<file path="src/rtl/core/bbc_pkg.sv">
// ----------------------------------------------------------------------------
// bbc_pkg
// Shared types, codes and decode functions for the bracket balance checker.
// ----------------------------------------------------------------------------
`default_nettype none

package bbc_pkg;

    // Sizes
    localparam int STACK_DEPTH_DEFAULT = 64;
    localparam int TEXT_W              = 8;
    localparam int STATUS_W            = 3;
    localparam int DEPTH_W             = 7;
    localparam int OUT_TDATA_W         = 16;   // status + depth, padded to bytes
    localparam int APB_ADDR_W          = 3;
    localparam int APB_DATA_W          = 32;

    // Register map (register index = paddr >> 2)
    localparam logic REG_TERMINATOR = 1'b0;

    localparam logic [TEXT_W-1:0] TERMINATOR_RESET = 8'd35;   // '#'

    // Bracket characters
    localparam logic [TEXT_W-1:0] CHAR_OPEN_ROUND   = 8'd40;
    localparam logic [TEXT_W-1:0] CHAR_CLOSE_ROUND  = 8'd41;
    localparam logic [TEXT_W-1:0] CHAR_OPEN_SQUARE  = 8'd91;
    localparam logic [TEXT_W-1:0] CHAR_CLOSE_SQUARE = 8'd93;
    localparam logic [TEXT_W-1:0] CHAR_OPEN_CURLY   = 8'd123;
    localparam logic [TEXT_W-1:0] CHAR_CLOSE_CURLY  = 8'd125;

    typedef enum logic [STATUS_W-1:0] {
        ST_OK       = 3'd0,
        ST_MISMATCH = 3'd1,
        ST_EMPTY    = 3'd2,
        ST_OVERFLOW = 3'd3,
        ST_IGNORED  = 3'd4,
        ST_END      = 3'd5
    } status_t;

    typedef enum logic [1:0] {
        KIND_ROUND  = 2'd0,
        KIND_SQUARE = 2'd1,
        KIND_CURLY  = 2'd2,
        KIND_NONE   = 2'd3
    } kind_t;

    function automatic kind_t open_kind(input logic [TEXT_W-1:0] b);
        kind_t k;
        unique case (b)
            CHAR_OPEN_ROUND:  k = KIND_ROUND;
            CHAR_OPEN_SQUARE: k = KIND_SQUARE;
            CHAR_OPEN_CURLY:  k = KIND_CURLY;
            default:          k = KIND_NONE;
        endcase
        return k;
    endfunction

    function automatic kind_t close_kind(input logic [TEXT_W-1:0] b);
        kind_t k;
        unique case (b)
            CHAR_CLOSE_ROUND:  k = KIND_ROUND;
            CHAR_CLOSE_SQUARE: k = KIND_SQUARE;
            CHAR_CLOSE_CURLY:  k = KIND_CURLY;
            default:           k = KIND_NONE;
        endcase
        return k;
    endfunction

endpackage

`default_nettype wire

</file>
<file path="src/rtl/core/bbc_out_buf.sv">
// ----------------------------------------------------------------------------
// bbc_out_buf
// Two-entry output buffer (main + skid) with a registered upstream ready.
// ----------------------------------------------------------------------------
`default_nettype none

module bbc_out_buf
    import bbc_pkg::*;
(
    input  wire logic                   clk,
    input  wire logic                   rst_n,
    input  wire logic                   in_valid,
    output      logic                   in_ready,
    input  wire logic [OUT_TDATA_W-1:0] in_data,
    output      logic                   out_valid,
    input  wire logic                   out_ready,
    output      logic [OUT_TDATA_W-1:0] out_data
);

    logic                   main_valid_reg, main_valid_next;
    logic [OUT_TDATA_W-1:0] main_data_reg,  main_data_next;
    logic                   skid_valid_reg, skid_valid_next;
    logic [OUT_TDATA_W-1:0] skid_data_reg,  skid_data_next;
    logic                   push;
    logic                   main_free;

    assign in_ready  = !skid_valid_reg;
    assign out_valid = main_valid_reg;
    assign out_data  = main_data_reg;
    assign push      = in_valid && in_ready;
    assign main_free = !main_valid_reg || out_ready;

    always_comb
    begin
        main_valid_next = main_valid_reg;
        main_data_next  = main_data_reg;
        skid_valid_next = skid_valid_reg;
        skid_data_next  = skid_data_reg;
        if (main_free)
        begin
            if (skid_valid_reg)
            begin
                // no push possible while skid is full
                main_valid_next = 1'b1;
                main_data_next  = skid_data_reg;
                skid_valid_next = 1'b0;
            end
            else
            begin
                main_valid_next = push;
                main_data_next  = in_data;
            end
        end
        else if (push)
        begin
            skid_valid_next = 1'b1;
            skid_data_next  = in_data;
        end
    end

    always_ff @(posedge clk or negedge rst_n)
    begin
        if (!rst_n)
        begin
            main_valid_reg <= 1'b0;
            skid_valid_reg <= 1'b0;
        end
        else
        begin
            main_valid_reg <= main_valid_next;
            skid_valid_reg <= skid_valid_next;
        end
    end

    always_ff @(posedge clk)
    begin
        main_data_reg <= main_data_next;
        skid_data_reg <= skid_data_next;
    end

`ifndef SYNTHESIS
    // skid only fills behind an occupied main entry
    a_skid_needs_main: assert property (@(posedge clk) disable iff (!rst_n)
        skid_valid_reg |-> main_valid_reg)
        else $error("skid entry valid with main entry empty");

    // a stalled main entry is never dropped
    a_main_held: assert property (@(posedge clk) disable iff (!rst_n)
        (main_valid_reg && !out_ready) |=> (main_valid_reg && $stable(main_data_reg)))
        else $error("stalled output entry lost or changed");

    // an accepted item while main is stalled lands in skid
    a_skid_fill: assert property (@(posedge clk) disable iff (!rst_n)
        (push && main_valid_reg && !out_ready) |=> skid_valid_reg)
        else $error("accepted item not captured in skid");
`endif

endmodule

`default_nettype wire

</file>
<file path="config.mk">
export PLATFORM = sky130hd
export DESIGN_NAME = bbc_out_buf
export DESIGN_NICKNAME = d
export VERILOG_FILES = /design/src/rtl/core/bbc_pkg.sv /design/src/rtl/core/bbc_out_buf.sv
export SDC_FILE = /design/constraint.sdc
export NUM_CORES = 1
export LEC_CHECK = 0
export BUFFER_PORTS_ARGS = -buffer_cell sky130_fd_sc_hd__buf_4
export CAP_MARGIN = 0
export CORE_MARGIN = 10
export CORE_UTILIZATION = 25
export DETAILED_ROUTE_END_ITERATION = 8
export HOLD_SLACK_MARGIN = 0.08
export PLACE_DENSITY = 0.58
export SYNTH_ARGS = -nofsm -noshare
export SYNTH_HDL_FRONTEND = slang
export SYNTH_SLANG_ARGS = --single-unit
</file>
<file path="constraint.sdc">
create_clock -name clk -period 2.2 [get_ports clk]
set_input_delay 0.44 -clock clk [delete_from_list [all_inputs] [get_ports clk]]
set_output_delay 0.44 -clock clk [all_outputs]
set_load 0.05 [all_outputs]
</file>
==> key figures, run 1 <==
Outcome
  • Status: completed

Layout
  • Core Util, Final: approximately 36%
  • Fraction of final layout cells sized beyond drive strength 1: about three fifths
  • Commonest non-fill, non-tap cell in the layout: buf_4
  • Most frequent cells in the layout: buf_4, edfxtp_1, mux2_2, mux2_4, clkbuf_8
  • Area grow syn2layout: 36.24%
  • Final nets: approximately 130
  • Post-route insts no fill: ~170
  • Antenna cells: 0

Clock tree
  • Setup bufs post-CTS: 0
  • Post_cts resized: 0
  • CTS tree: done
  • H-tree Lvls: 2
  • Clock sink total: 34
  • Num CTS Buffers: 5
  • Root Buffer: clkbuf_8
  • Clk buf depth: 2
  • Clock slew seen by the registers of the worst setup and hold paths: 70 ps
  • Clock latency on the worst-skew pair: roughly 280 ps

Synthesis
  • Post-synthesis sequential area ratio: just under 80%
  • Syn_nets: 78
  • Yosys reg bits: 34
  • Unique cell type count in the Yosys netlist: 11
  • Ys Warns: 0
  • Syn Area/Cell: ~22 um2
  • Post-Syn Instances: 58
  • Synthesized area: 0.001277 mm2

STA
  • Worst slew pin tran: between 500 and 600 ps
  • Max-slew headroom: 63.06%
  • Minimum clock period: about 1700 ps
  • Final Cycle Share: between 70 and 80%
  • Final Hold Fails: 0
  • Fmax: roughly 590 MHz
  • RSZ-0062 raised after global routing: false
  • Fin Clk Skew: 5.463 ps
  • Finish-stage setup viols: 0
  • Count of final max-slew check failures: 0
  • Setup TNS: 0 ps
  • Final worst slack: 501.9 ps

Setup path
  • Crit start category: flop
  • WP data required: between 1500 and 2000 ps
  • Crit path kind: flop to output pin
  • Reg2Reg Setup Slack: about 620 ps
  • Arrival @ worst endpoint: about 1300 ps
  • Worst-path maximum fanout: 11
  • CP Capture Type: output pin

GRT
  • Vias in the first global route: a little under 800
  • First-pass GRT wire length: around 4 mm
  • GRT Util Overall: under 10%
  • GRT overflow: 0
  • Largest net degree at the start of global routing: 19
  • Initial antenna violation count: 0

Place
  • PortBufs: 37
  • Final GP Congestion: roughly 0.64
  • DP HPWL: approximately 2 mm
  • Dpl cells: ~160
  • DP Worst Slack: a little over 600 ps

Die
  • I/O pin total: 38
  • Rows: 25
  • Core ar.: about 0.0048 mm2
  • Die area: 0.008370 mm2
  • Die Ht: around 91 um
  • Die W: 91.49 um
  • Starting Density: 26.35%

Power
  • Max VDD drop: between 0.4 and 0.5 mV
  • Pleak: approximately 0.68 nW
  • Power Density: roughly 840 mW/mm2

Worst hold path
  • Hold Path Class: input port to flop

Detailed routing
  • Routed len/inst: ~15 um
  • Routed WL: roughly 2.6 mm
  • Routed vias/inst: approximately 3.9
  • Antenna-violating nets left: 0
  • 1st-pass router iterations: 3
  • # DRC: 0
  • Via Count: 674
  • 1st-iter DRT viols: 24

Run
  • Max-cap violations: 0
==> metal layers <==
layer / vias to the layer above / track usage, % / share of wire [%]
li1: 314 / - / -
met5: - / 0 / 0
met4: 0 / 2.742 / 1.5
met2: 32 / 9.064 / 43
met1: 323 / 7.078 / 43
met3: 5 / 4.280 / 12
==> final cells by class <==
cell class                      count  area [um2]
Tap cell                           67       83.83
Fill cell                         473        3108
Multi-Input combinational cell     21       242.7
Clock buffer                        6       72.57
Sequential cell                    34        1011
Inverter                            1       3.754
Clock inverter                      2       8.758
Timing Repair Buffer               42       317.8
==> kinds of logic (layout without fill, tap and decap cells) <==
| family | count (synthesis) | in the layout | synth area share (%) |
|---|---|---|---|
| and+or+nand+nor | 5 | 5 | 1.959 |
| muxes | 16 | 16 | 16.16 |
| DFF | 34 | 34 | 79.14 |
| buffers and inverters | 3 | 51 | 2.742 |
==> synth_stat cells <==
master | instances | area, um2
edfxtp_1 | 32 | 960.9
mux2_2 | 9 | 101.4
mux2_4 | 7 | 105.1
dfrtp_1 | 2 | 50.05
nor2_1 | 2 | 7.510
buf_12 | 1 | 20.02
buf_6 | 1 | 11.26
inv_1 | 1 | 3.750
nand2_1 | 1 | 3.750
nand2b_1 | 1 | 6.260
nor3b_1 | 1 | 7.510
==> worst paths after layout <==
check,cells past startpoint,endpoint,start
setup / recovery,2,in_ready,skid_valid_reg
hold / removal,1,skid_data_reg[0],in_data[0]
setup reg to reg,2,out_data[14],skid_valid_reg
hold reg to reg,1,out_data[6],skid_data_reg[6]
max in group asynchronous,2,out_valid,rst_n
min in group asynchronous,2,skid_valid_reg,rst_n
==> worst max-delay path, cell delays in order (launching register included) <==
cell and delay (ps):
dfrtp_1 690, inv_1 80, buf_4 210
==> through the flow <==
stage,power (mW),instance area [um2],hold WS [ps]
global placement,1.061,1649,222.6
finish,1.468,1740,347.4
detailed placement,1.066,1649,224.5
CTS,1.496,1740,335.5
floorplan,0.9696,1289,144.4
global route,1.535,1740,334.0
==> repair_timing <==
action                                 4_1_cts  5_1_grt
endpoints found under the hold margin        2        0
hold buffers                                 1        0
setup endpoints to repair                    0        0
==> report_power, final <==
group,switching [mW],internal (mW),total [mW]
registers,0.0207,0.763,0.783
logic,0.163,0.102,0.265
clock network,0.202,0.217,0.419
Power figures use the tool's default switching activity.
==> run 2: changes to the inputs <==
- PLACE_DENSITY: 0.58 -> 0.57
- clock period: 2.2 -> 1.6 ns (I/O delays scaled with it)
==> run 2 against run 1 <==
Clock skew barely moved. Setup slack got worse by 350 ps. Critical endpoint unchanged. Hold slack got worse by 130 ps. Non-clock buffer count rose by 3. First-iteration DRC count rose by 17%. Routed wire length fell by 4.9%. Register-to-register slack got worse by 340 ps.
==> key figures, run 2 (same netlist as run 1, synthesis figures left out) <==
Detailed routing
  • 1st-pass router iterations: 2 (-1)
  • Routed WL: 2.443 mm (-4.9%)
  • Routed vias/inst: 3.778 (-3.0%)
  • # DRC: 0 (unchanged)
  • Antenna-violating nets left: 0 (unchanged)
  • 1st-iter DRT viols: 28 (+17%)
  • Routed len/inst: 13.88 um (-6.5%)
  • Via Count: 665 (-1.3%)

STA
  • Final worst slack: 149.8 ps (-352.1 ps)
  • Setup TNS: 0 ps (unchanged)
  • Fin Clk Skew: 5.955 ps (+0.4916 ps)
  • Minimum clock period: ~1500 ps
  • Finish-stage setup viols: 0 (unchanged)
  • RSZ-0062 raised after global routing: false
  • Final Hold Fails: 0 (unchanged)
  • Worst slew pin tran: 242.2 ps (-311.9 ps)
  • Fmax: 689.6 MHz
  • Max-slew headroom: 83.85% (+21 points)
  • Count of final max-slew check failures: 0 (unchanged)
  • Final Cycle Share: approximately nine tenths

Die
  • I/O pin total: 38 (unchanged)
  • Die Ht: 91.49 um (unchanged)
  • Starting Density: 26.35% (unchanged)
  • Rows: 25 (unchanged)
  • Die area: 0.008370 mm2 (unchanged)
  • Core ar.: 0.004848 mm2 (unchanged)
  • Die W: 91.49 um (unchanged)

Layout
  • Fraction of final layout cells sized beyond drive strength 1: 64.22% (+3.8 points)
  • Fill cells: 464 (-1.9%)
  • Post-route insts no fill: 176 (+1.7%)
  • Commonest non-fill, non-tap cell in the layout: buf_4
  • Final nets: 128 (+2.4%)
  • Area grow syn2layout: 38.98%
  • Core Util, Final: 36.62% (+0.72 points)
  • Most frequent cells in the layout: buf_4, edfxtp_1, mux2_2, mux2_4, clkbuf_8
  • Antenna cells: 0 (unchanged)

Power
  • Pleak: 0.6969 nW (+2.9%)
  • Power Density: 1152 mW/mm2 (+37%)
  • Max VDD drop: 0.5818 mV (+32%)
  • Tot Pwr: 2.045 mW (+39%)

Place
  • Final GP Congestion: 0.6468 (+1.1%)
  • DP HPWL: 1.877 mm (-3.7%)
  • DP Worst Slack: 265.4 ps (-340.1 ps)
  • Dpl cells: 167 (+1.8%)
  • PortBufs: 37 (unchanged)

Setup path
  • WP data required: 1280 ps (-480 ps)
  • CP Capture Type: output pin
  • CP dominant cell by count: buf_4
  • CP delay by family, top: buffers and inverters
  • Max incr delay on CP: 400 ps (-290 ps)
  • Critical Path, Cell by Cell: buf_4 -> inv_1 -> buf_4
  • Worst-path maximum fanout: 10 (-1)
  • Arrival @ worst endpoint: 1130 ps (-130 ps)
  • CP max-delay cell: dfrtp_1
  • Crit start category: flop
  • Worst path buffer plus inverter count: 3 (+1)
  • Crit path kind: flop to output pin

Worst hold path
  • Hold Path Class: input port to flop

Clock tree
  • Clock slew seen by the registers of the worst setup and hold paths: 70 ps (about the same)
  • Num CTS Buffers: 5 (unchanged)
  • Root Buffer: clkbuf_8
  • Clock sink total: 34 (unchanged)
  • H-tree Lvls: 2 (unchanged)
  • Setup bufs post-CTS: 0 (unchanged)
  • CTS tree: done
  • Clock latency on the worst-skew pair: 280 ps (about the same)
  • Clk buf depth: 2 (unchanged)
  • Post_cts resized: 0 (unchanged)

GRT
  • Largest net degree at the start of global routing: 19 (unchanged)
  • Initial antenna violation count: 0 (unchanged)
  • First-pass GRT wire length: 3.864 mm (-3.8%)
  • Vias in the first global route: 741 (-6.1%)
  • GRT overflow: 0 (unchanged)
  • GRT Util Overall: 6.009% (-0.30 points)

Run
  • Max-cap violations: 0 (unchanged)

Outcome
  • Status: completed
[run 2: cell count changes in the layout (fill, tap and decap cells not counted), sizes merged]
cell      delta
buf          +3
clkbuf       -1
clkinvlp     +1
[run 2: area by class of cell]
class / count / area, um2 / share of cell area (%)
clock buffers: 5 / 68.82 / 3.876
flip-flops and latches: 34 / 1012 / 57.01
multi-input cells: 21 / 250.2 / 14.09
well taps: 67 / 83.83 / 4.722
clock inverters: 3 / 16.27 / 0.9161
repair buffers: 45 / 340.3 / 19.17
inverters: 1 / 3.754 / 0.2114
[run 2: stage by stage]
stage                     hold slack [ps]  instance area (um2)
final                               220.6                 1775
after global routing                204.6                 1775
after CTS                           207.8                 1775
after detailed placement            105.5                 1680
after global placement              104.8                 1680
after floorplan                     24.41                 1297
[run 2: report_power, final]
group / total (mW) / switching [mW] / internal [mW]
Sequential: 1.07 / 0.0181 / 1.05
Combinational: 0.380 / 0.232 / 0.148
Clock: 0.598 / 0.301 / 0.297
[run 2: layer usage]
layer | wire length, um | vias up | track usage, %
li1 | - | 320 | -
met1 | 1020 | 311 | 7.050
met2 | 1112 | 30 | 8.294
met3 | 296 | 4 | 4.198
met4 | 15 | 0 | 2.350
met5 | 0 | - | 0
[run 2: worst paths after layout]
path | depth (start not counted) | slack, ps | start | to
worst max-delay path | 3 | 150 | skid_valid_reg | in_ready
worst min-delay path | 1 | 220 | in_data[2] | skid_data_reg[2]
worst max register to register | 3 | 280 | skid_valid_reg | skid_data_reg[11]
worst min register to register | 1 | 550 | skid_data_reg[5] | out_data[5]
max in group asynchronous | 2 | 1140 | rst_n | out_valid
min in group asynchronous | 2 | 370 | rst_n | out_valid
[run 2: repair_timing]
| action | 4_1_cts | 5_1_grt |
|---|---|---|
| hold buffers | 1 | 0 |
| endpoints found under the setup margin | 0 | 0 |
| hold endpoints to repair | 2 | 0 |
